[config.mk]
export PLATFORM = sky130hd
export DESIGN_NAME = led_text_command_parser_top
export DESIGN_NICKNAME = d
export VERILOG_FILES = /design/src/hw/rtl/ledp_pkg.sv /design/src/hw/rtl/ledp_framer.sv /design/src/hw/rtl/ledp_decode.sv /design/src/hw/rtl/ledp_out_buf.sv /design/src/hw/rtl/led_text_command_parser_top.sv
export VERILOG_INCLUDE_DIRS = /design/src /design/src/hw/rtl
export SDC_FILE = /design/constraint.sdc
export NUM_CORES = 1
export LEC_CHECK = 0
export ABC_AREA = 1
export BUFFER_PORTS_ARGS = -buffer_cell sky130_fd_sc_hd__clkbuf_2
export CAP_MARGIN = 10
export CORE_MARGIN = 5
export CORE_UTILIZATION = 57
export DETAILED_ROUTE_END_ITERATION = 16
export PLACE_DENSITY = 0.79
export SETUP_SLACK_MARGIN = 0.05
export SYNTH_ARGS = -nofsm -noshare
export SYNTH_HDL_FRONTEND = slang
export SYNTH_SLANG_ARGS = --single-unit
[constraint.sdc]
create_clock -name aclk -period 6.7 [get_ports aclk]
set_input_delay 0.67 -clock aclk [delete_from_list [all_inputs] [get_ports aclk]]
set_output_delay 0.67 -clock aclk [all_outputs]
set_load 0.03 [all_outputs]
[src/hw/rtl/assert_macros.svh]
// Assertion helpers shared by the RTL files.
`ifndef ASSERT_MACROS_SVH
`define ASSERT_MACROS_SVH

// Property that must hold at every clock edge outside reset.
`define ASSERT_ALWAYS(label, clk, rst_n, prop) \
    label: assert property (@(posedge clk) disable iff (!rst_n) (prop)) \
        else $error("assertion failed: invariant");

// Implication checked in the same cycle.
`define ASSERT_IMPL(label, clk, rst_n, ante, cons) \
    label: assert property (@(posedge clk) disable iff (!rst_n) (ante) |-> (cons)) \
        else $error("assertion failed: implication");

`endif

[src/hw/rtl/ledp_pkg.sv]
package ledp_pkg;

    localparam int BYTE_W     = 8;
    localparam int ACT_W      = 3;
    localparam int LEDIDX_W   = 7;
    localparam int CHAN_W     = 12;
    localparam int LVL_W      = 4;
    localparam int DATA_W     = 48;   // led_index + 3 channels + battery_on + level

    // only the first DEC_LEN characters of a command take part in decoding
    localparam int DEC_LEN        = 15;
    localparam int LINE_BYTES_DEF = 16;
    localparam int LED_COUNT      = 16;

    localparam logic [LVL_W-1:0] FULL_LEVEL = 4'd9;

    localparam logic [BYTE_W-1:0] CH_NUL = 8'h00;
    localparam logic [BYTE_W-1:0] CH_LF  = 8'h0A;

    localparam logic [ACT_W-1:0] ACT_CLEAR  = 3'd0;
    localparam logic [ACT_W-1:0] ACT_BRIGHT = 3'd1;
    localparam logic [ACT_W-1:0] ACT_BATT   = 3'd2;
    localparam logic [ACT_W-1:0] ACT_RGB    = 3'd3;
    localparam logic [ACT_W-1:0] ACT_HSV    = 3'd4;
    localparam logic [ACT_W-1:0] ACT_REJECT = 3'd5;
    localparam logic [ACT_W-1:0] ACT_DROP   = 3'd6;

    // character k of the current command, NUL past the end
    typedef logic [DEC_LEN-1:0][BYTE_W-1:0] ledp_chars_t;

    typedef struct packed {
        logic term;       // incoming byte ends a command
        logic overflow;   // command ran past the store
        logic empty;      // nothing stored
    } ledp_frame_t;

    typedef struct packed {
        logic [ACT_W-1:0]    action;
        logic [LVL_W-1:0]    level;
        logic                battery_on;
        logic [CHAN_W-1:0]   chan_c;
        logic [CHAN_W-1:0]   chan_b;
        logic [CHAN_W-1:0]   chan_a;
        logic [LEDIDX_W-1:0] led_index;
    } ledp_result_t;

endpackage

[src/hw/rtl/ledp_framer.sv]
module ledp_framer
    import ledp_pkg::*;
#(
    parameter int LINE_BYTES = LINE_BYTES_DEF
) (
    input  logic              aclk,
    input  logic              aresetn,
    input  logic              accept,
    input  logic [BYTE_W-1:0] in_byte,
    output ledp_chars_t       chars,
    output ledp_frame_t       status
);

    localparam int STORE_CAP   = LINE_BYTES - 1;
    localparam int STORE_DEPTH = (STORE_CAP < DEC_LEN) ? STORE_CAP : DEC_LEN;
    localparam int CNT_W       = $clog2(LINE_BYTES);

    logic [CNT_W-1:0] fill_reg, fill_next;
    logic             ovf_reg, ovf_next;
    logic [STORE_DEPTH-1:0][BYTE_W-1:0] store_reg;

    logic is_term;
    logic full;
    logic store_en;

    assign is_term  = (in_byte == CH_NUL) || (in_byte == CH_LF);
    assign full     = (fill_reg == CNT_W'(STORE_CAP));
    assign store_en = accept && !is_term && !ovf_reg && !full;

    always_comb begin
        fill_next = fill_reg;
        ovf_next  = ovf_reg;
        if (accept) begin
            if (is_term) begin
                fill_next = '0;
                ovf_next  = 1'b0;
            end else if (ovf_reg || full) begin
                ovf_next = 1'b1;
            end else begin
                fill_next = fill_reg + 1'b1;
            end
        end
    end

    always_ff @(posedge aclk) begin
        if (!aresetn) begin
            fill_reg <= '0;
            ovf_reg  <= 1'b0;
        end else begin
            fill_reg <= fill_next;
            ovf_reg  <= ovf_next;
        end
    end

    // characters past the decode window are counted but not kept
    always_ff @(posedge aclk) begin
        for (int k = 0; k < STORE_DEPTH; k++) begin
            if (store_en && (fill_reg == CNT_W'(k))) begin
                store_reg[k] <= in_byte;
            end
        end
    end

    always_comb begin
        chars = '0;
        for (int k = 0; k < STORE_DEPTH; k++) begin
            if (fill_reg > CNT_W'(k)) begin
                chars[k] = store_reg[k];
            end
        end
    end

    always_comb begin
        status.term     = is_term;
        status.overflow = ovf_reg;
        status.empty    = (fill_reg == '0);
    end

endmodule

[src/hw/rtl/ledp_decode.sv]
module ledp_decode
    import ledp_pkg::*;
(
    input  ledp_chars_t      chars,
    input  logic             overflow,
    input  logic [LVL_W-1:0] level_in,
    output ledp_result_t     result,
    output logic             level_wr
);

    localparam logic [8*BYTE_W-1:0] TXT_CLEARALL = "CLEARALL";
    localparam logic [3*BYTE_W-1:0] TXT_LED      = "LED";
    localparam logic [4*BYTE_W-1:0] TXT_BRIG     = "BRIG";
    localparam logic [5*BYTE_W-1:0] TXT_BATEN    = "BATEN";
    localparam logic [3*BYTE_W-1:0] TXT_RGB      = "RGB";
    localparam logic [3*BYTE_W-1:0] TXT_HSV      = "HSV";
    localparam logic [BYTE_W-1:0]   CH_R         = "R";
    localparam logic [BYTE_W-1:0]   CH_ZERO      = "0";
    localparam logic [BYTE_W-1:0]   CH_ONE       = "1";
    localparam logic [BYTE_W-1:0]   CH_NINE      = "9";

    function automatic logic is_digit(input logic [BYTE_W-1:0] c);
        return (c >= CH_ZERO) && (c <= CH_NINE);
    endfunction

    // {valid, value}
    function automatic logic [4:0] hex_nib(input logic [BYTE_W-1:0] c);
        logic [4:0] r;
        r = 5'b0;
        if (is_digit(c)) begin
            r = {1'b1, c[3:0]};
        end else if ((c >= 8'h41 && c <= 8'h46) || (c >= 8'h61 && c <= 8'h66)) begin
            r = {1'b1, c[3:0] + 4'd9};
        end
        return r;
    endfunction

    logic                is_clr, is_led, is_brig, brig_ok, is_bat, bat_ok;
    logic                idx_ok, is_rgb, is_hsv, hex_ok;
    logic [LEDIDX_W-1:0] idx_val;
    logic [4:0]          nib [6];
    logic [BYTE_W-1:0]   byte_a, byte_b, byte_c;
    logic [LVL_W-1:0]    new_level;

    always_comb begin
        for (int n = 0; n < 6; n++) begin
            nib[n] = hex_nib(chars[8 + n]);
        end
    end

    assign is_clr = ({chars[0], chars[1], chars[2], chars[3], chars[4], chars[5],
                      chars[6], chars[7]} == TXT_CLEARALL) &&
                    ((chars[8] == CH_NUL) || (chars[8] == CH_R && chars[9] == CH_NUL));
    assign is_led  = ({chars[0], chars[1], chars[2]} == TXT_LED);
    assign is_brig = ({chars[3], chars[4], chars[5], chars[6]} == TXT_BRIG);
    assign brig_ok = is_digit(chars[7]) && (chars[8] == CH_NUL);
    assign is_bat  = ({chars[3], chars[4], chars[5], chars[6], chars[7]} == TXT_BATEN);
    assign bat_ok  = ((chars[8] == CH_ZERO) || (chars[8] == CH_ONE)) && (chars[9] == CH_NUL);

    assign idx_val = {3'b0, chars[3][3:0]} * 7'd10 + {3'b0, chars[4][3:0]};
    assign idx_ok  = is_digit(chars[3]) && is_digit(chars[4]) &&
                     (idx_val < LEDIDX_W'(LED_COUNT));
    assign is_rgb  = ({chars[5], chars[6], chars[7]} == TXT_RGB);
    assign is_hsv  = ({chars[5], chars[6], chars[7]} == TXT_HSV);
    assign hex_ok  = nib[0][4] && nib[1][4] && nib[2][4] && nib[3][4] && nib[4][4] &&
                     nib[5][4] && (chars[14] == CH_NUL);

    assign byte_a    = {nib[0][3:0], nib[1][3:0]};
    assign byte_b    = {nib[2][3:0], nib[3][3:0]};
    assign byte_c    = {nib[4][3:0], nib[5][3:0]};
    assign new_level = chars[7][3:0];

    always_comb begin
        result   = '0;
        level_wr = 1'b0;
        result.action = ACT_REJECT;
        if (overflow) begin
            result.action = ACT_DROP;
        end else if (is_clr) begin
            result.action = ACT_CLEAR;
        end else if (is_led) begin
            if (is_brig) begin
                if (brig_ok) begin
                    result.action = ACT_BRIGHT;
                    level_wr      = 1'b1;
                end
            end else if (is_bat) begin
                if (bat_ok) begin
                    result.action     = ACT_BATT;
                    result.battery_on = (chars[8] == CH_ONE);
                end
            end else if (idx_ok && (is_rgb || is_hsv) && hex_ok) begin
                // hue is scaled like the other channels in HSV mode
                result.action    = is_rgb ? ACT_RGB : ACT_HSV;
                result.led_index = idx_val;
                result.chan_a    = {4'b0, byte_a} * {8'b0, level_in};
                result.chan_b    = {4'b0, byte_b} * {8'b0, level_in};
                result.chan_c    = {4'b0, byte_c} * {8'b0, level_in};
            end
        end
        result.level = level_wr ? new_level : level_in;
    end

endmodule

[src/hw/rtl/ledp_out_buf.sv]
`include "assert_macros.svh"

module ledp_out_buf
    import ledp_pkg::*;
(
    input  logic         aclk,
    input  logic         aresetn,
    input  logic         push,
    input  ledp_result_t push_data,
    output logic         in_ready,
    output logic         m_valid,
    input  logic         m_ready,
    output ledp_result_t m_data
);

    logic         main_valid_reg, main_valid_next;
    logic         skid_valid_reg, skid_valid_next;
    ledp_result_t main_reg, skid_reg;
    logic         take;

    assign take     = !main_valid_reg || m_ready;
    assign in_ready = !skid_valid_reg;
    assign m_valid  = main_valid_reg;
    assign m_data   = main_reg;

    always_comb begin
        main_valid_next = main_valid_reg;
        skid_valid_next = skid_valid_reg;
        if (take) begin
            if (skid_valid_reg) begin
                main_valid_next = 1'b1;
                skid_valid_next = 1'b0;
            end else begin
                main_valid_next = push;
            end
        end else if (push) begin
            skid_valid_next = 1'b1;
        end
    end

    always_ff @(posedge aclk) begin
        if (!aresetn) begin
            main_valid_reg <= 1'b0;
            skid_valid_reg <= 1'b0;
        end else begin
            main_valid_reg <= main_valid_next;
            skid_valid_reg <= skid_valid_next;
        end
    end

    always_ff @(posedge aclk) begin
        if (take) begin
            if (skid_valid_reg) begin
                main_reg <= skid_reg;
            end else if (push) begin
                main_reg <= push_data;
            end
        end else if (push) begin
            skid_reg <= push_data;
        end
    end

    `ASSERT_IMPL(a_skid_behind_main, aclk, aresetn, skid_valid_reg, main_valid_reg)
    `ASSERT_IMPL(a_no_push_when_full, aclk, aresetn, push, !skid_valid_reg)

endmodule

[src/hw/rtl/led_text_command_parser_top.sv]
// A result is registered in the output buffer when its terminator byte is accepted
// and is held there while an earlier result waits on m_tready. Throughput: one byte
// per cycle while s_tready is high; decode is one pass from the line store to output.
// A two-entry output buffer lets s_tready stay high while one result waits on m_tready.
// Reset (aresetn low, synchronous): empty line, no overflow, level 9, no result pending.
// The line store itself is not cleared; only characters below the fill count are read.
`include "assert_macros.svh"

module led_text_command_parser_top
    import ledp_pkg::*;
#(
    parameter int LINE_BYTES = LINE_BYTES_DEF
) (
    input  logic              aclk,
    input  logic              aresetn,
    // input item
    input  logic              s_tvalid,
    output logic              s_tready,
    input  logic [BYTE_W-1:0] s_tdata,   // [7:0] in_byte
    // result item
    output logic              m_tvalid,
    input  logic              m_tready,
    // [6:0] led_index, [18:7] chan_a, [30:19] chan_b, [42:31] chan_c,
    // [43] battery_on, [47:44] level
    output logic [DATA_W-1:0] m_tdata,
    output logic [ACT_W-1:0]  m_tuser    // [2:0] action
);

    logic             s_fire;
    logic             push;
    logic             level_wr;
    logic [LVL_W-1:0] level_reg;
    ledp_chars_t      chars;
    ledp_frame_t      status;
    ledp_result_t     dec_res;
    ledp_result_t     out_res;

    assign s_fire = s_tvalid && s_tready;

    // Line framing: stores characters, tracks fill count and overflow.
    ledp_framer #(
        .LINE_BYTES(LINE_BYTES)
    ) u_framer (
        .aclk    (aclk),
        .aresetn (aresetn),
        .accept  (s_fire),
        .in_byte (s_tdata),
        .chars   (chars),
        .status  (status)
    );

    // Command decode against the stored line as it stands at the terminator.
    ledp_decode u_decode (
        .chars    (chars),
        .overflow (status.overflow),
        .level_in (level_reg),
        .result   (dec_res),
        .level_wr (level_wr)
    );

    // A terminator yields an item unless the line is empty and did not overflow.
    assign push = s_fire && status.term && (status.overflow || !status.empty);

    // Brightness level; the next command already sees a new value.
    always_ff @(posedge aclk) begin
        if (!aresetn) begin
            level_reg <= FULL_LEVEL;
        end else if (push && level_wr) begin
            level_reg <= dec_res.level;
        end
    end

    ledp_out_buf u_out_buf (
        .aclk      (aclk),
        .aresetn   (aresetn),
        .push      (push),
        .push_data (dec_res),
        .in_ready  (s_tready),
        .m_valid   (m_tvalid),
        .m_ready   (m_tready),
        .m_data    (out_res)
    );

    assign m_tuser = out_res.action;
    assign m_tdata = {out_res.level, out_res.battery_on, out_res.chan_c, out_res.chan_b,
                      out_res.chan_a, out_res.led_index};

    `ASSERT_ALWAYS(a_level_range, aclk, aresetn, level_reg <= FULL_LEVEL)
    `ASSERT_IMPL(a_action_range, aclk, aresetn, m_tvalid, m_tuser <= ACT_DROP)
    `ASSERT_IMPL(a_color_only_fields, aclk, aresetn,
                 m_tvalid && m_tuser != ACT_RGB && m_tuser != ACT_HSV,
                 out_res.led_index == '0 && out_res.chan_a == '0 &&
                 out_res.chan_b == '0 && out_res.chan_c == '0)

endmodule

==> run_results.csv <==
group,metric,value,unit
outcome,outcome,"finished, final reports clean",
cells_and_area,area_growth,9.75,%
clock_network,clkSlewWorstSetupHoldPaths,0.06,ns
synth,synth_mux_area_share,0,%
critical_path,cp-start-kind,"flop",
synth,synth_xor_area_share,1.20,%
synth,syn_area,13900,um2
detailed_routing,topRoutingLayerUsed,"met5",
synth,avgSynthCellArea,9.07,um2
detailed_routing,avgViaCountPerCell,5.40,
critical_path,r2r_setup_slack,1.00,ns
clock_network,post_cts_resized,0,
cells_and_area,final_net_count,1733,
sta,setup_violations,0,
clock_network,worstSkewPairLatency,0.52,ns
clock_network,clock_sinks,233,
critical_path,critPathMaxFanout,13,
critical_path,cp.arrival,5.93,ns
clock_network,cts_max_path_buffers,3,
critical_path,reg2regPathDepth,22,
floorplanning,rows,57,
floorplanning,die_h,166,um
detailed_routing,num_vias,10500,
synth,yosys.area_share.simple,22.1,%
synth,synth_top_family_by_area,"simple AND/OR/NAND/NOR gates",
detailed_routing,drc_errors,0,
sta,whs,0.510,ns
sta,fin_setup_tns,0,ns
synth,synth_edf_count,222,
power_and_ir_drop,power.density,189,nW/um2
synth,ys.flop_type,"edfxtp_1",
critical_path,worstSetupPathType,"flop to flop",
floorplanning,coreArea,24200,um2
worst_hold_path,hold_class,"flop to flop",
global_route,grt_max_degree,93,
detailed_routing,drt-met1-wl,13000,um
sta,hold_violations,0,
clock_network,root_buffer,"clkbuf_16",
place,gp_congestion,0.921,
critical_path,crit_end,"u_out_buf.m_data[39]",
global_route,first_global_vias,10100,
critical_path,r2r_end,"u_out_buf.m_data[39]",
critical_path,crit_start,"u_framer.fill_reg[3]",
synth,synth_top_cell_area_share,47.9,%
sta,relSlewSlack,21.1,%
cells_and_area,antenna_cells,0,
global_route,grt_pass1_wl,50100,um
sta,rsz0062_at_grt,"false",
clock_network,cts_buffers,24,
synth,synth.ff_latch_count,233,
sta,final_max_slew_viol_count,0,
worst_hold_path,min-delay-start,"u_out_buf.skid_reg[6]",
power_and_ir_drop,ir_drop,0.222,mV
clock_network,htreeDepth,1,
synth,yosysSeqAreaShare,49.5,%
place,portBuffers,64,
cells_and_area,largest_reg_flops,120,
critical_path,r2r_start,"u_framer.fill_reg[3]",
run,cap_violations,0,
synth,yosysUniqueCellTypes,43,
floorplanning,ios,65,
global_route,antenna_found_initial,1,
detailed_routing,drt_iter0_markers,913,
synth,syn_inst,1533,
sta,fin_skew,0.0111,ns
detailed_routing,route.met3.wl,2320,um
detailed_routing,wl_per_cell,15.7,um
detailed_routing,dr.pass1.iters,6,
place,dp_hpwl,22300,um
global_route,grt_usage,21.8,%
critical_path,crit_required,6.94,ns
floorplanning,die_x,166,um
clock_network,post_cts.repair.setup_buffers,0,
power_and_ir_drop,p_leak,6.74,nW
synth,async_flop_share,0,%
clock_network,cts_tree,"built",
floorplanning,dieArea,27600,um2
critical_path,end_kind,"flop",
global_route,gr-total-overflow,0,
synth,synth_area_leaders,"edfxtp_1, ha_1, inv_1",
sta,fin_crit,5.70,ns
synth,synth_commonest_cells,"inv_1, nor2_1, nand2_1, edfxtp_1, nand3_1",
sta,worstMarginPinSlew,1.17,ns
synth,synth_warnings,0,
synth,synth_top_area_cell,"edfxtp_1",
power_and_ir_drop,p_total,2.88,mW
sta,fin_crit_sh,85.0,%
clock_network,hold_buffers,0,
synth,synth_adder_area_share,13.0,%
sta,max_freq,176,MHz
detailed_routing,ant_nets,0,
synth,synth-compound-area-share,5.52,%
detailed_routing,dr_wl_met2,14200,um
floorplanning,start_util,57.5,%
cells_and_area,drive_above_1_share,7.37,%
detailed_routing,drt-total-wl,30400,um
## kinds of logic (layout without fill, tap and decap cells)
logic type,Yosys count,count (layout)
AO/OA/AOI/OAI,141,141
AND/OR/NAND/NOR,707,707
adder cells (fa/ha/maj),122,122
XOR/XNOR,19,19
buffers and inverters,310,390
flip-flops,233,233
other,1,3
## worst min path at each step
stage	endpoint	slack, ns	depth (start not counted)
floorplan	u_out_buf.m_data[4]	0.48	2
global placement	u_out_buf.m_data[6]	0.50	2
detailed placement	u_out_buf.m_data[6]	0.50	2
CTS	level_reg[3]	0.50	2
global route	level_reg[0]	0.51	2
finish	u_out_buf.m_data[6]	0.51	2
## routing by layer
layer  vias to the layer above  global-route usage, %
li1                       5155                      -
met1                      4872                   29.8
met2                       377                   36.3
met3                        66                   3.81
met4                         2                   5.81
met5                         -                      0
## layout by cell type, fill, tap and decap left out, types with 5 or more instances in the layout
cell and n:
o21ai_1 5, clkbuf_2 64, clkinv_1 8, fa_1 38
inv_1 272, edfxtp_1 222, o211ai_1 5, nor3_1 25
nand4_1 45, buf_4 5, clkbuf_16 24, nand2_1 233
a21oi_1 79, xor2_1 17, clkbuf_1 8, nand3_1 86
ha_1 84, dfxtp_1 11, o21ai_0 35, nor2_1 270
nor3b_1 5, nand3b_1 25
## metrics by stage
stage / std cells / instance area (um2) / util [%] / worst slack, ns
2_1_floorplan: 1535 / 13900 / - / 1.72
3_3_place_gp: 1897 / 14500 / 60.2 / 1.22
3_5_place_dp: 1897 / 14500 / 60.2 / 1.04
4_1_cts: 1939 / 15300 / 63.1 / 1.05
5_1_grt: 1939 / 15300 / 63.1 / 0.332
6_report: 1939 / 15300 / 63.1 / 1.00
## worst max-delay path, cell delays in order, from the launching register on
cell	delay (ns)
dfxtp_1	0.61
nand2_2	0.28
nor2_1	0.31
inv_1	0.11
nor2_1	0.19
ha_1	0.21
nor2_1	0.06
o21ai_0	0.19
nand4_2	0.24
o21ai_0	0.47
nand2_1	0.15
fa_1	0.54
fa_1	0.55
inv_1	0.07
fa_1	0.46
a21oi_1	0.19
o21bai_1	0.12
a21oi_1	0.15
nor2_1	0.05
nor2_1	0.11
xor2_1	0.14
nand3b_1	0.14
a21oi_1	0.07
## power by group
part,switching (mW),internal [mW],leakage (nW)
clock,0.517,0.699,0.343
sequential,0.00496,1.59,2.02
combinational,0.0493,0.0121,4.38
total,0.572,2.31,6.74
## final cells by class
cell class	count	area, um2
multi-input cells	992	5850
flip-flops and latches	233	6890
well taps	324	405
repair buffers	69	358
clock inverters	10	86.3
fillers	1943	8920
inverters	279	1050
clock buffers	32	631
No activity file was read; power rests on OpenSTA's default activity.
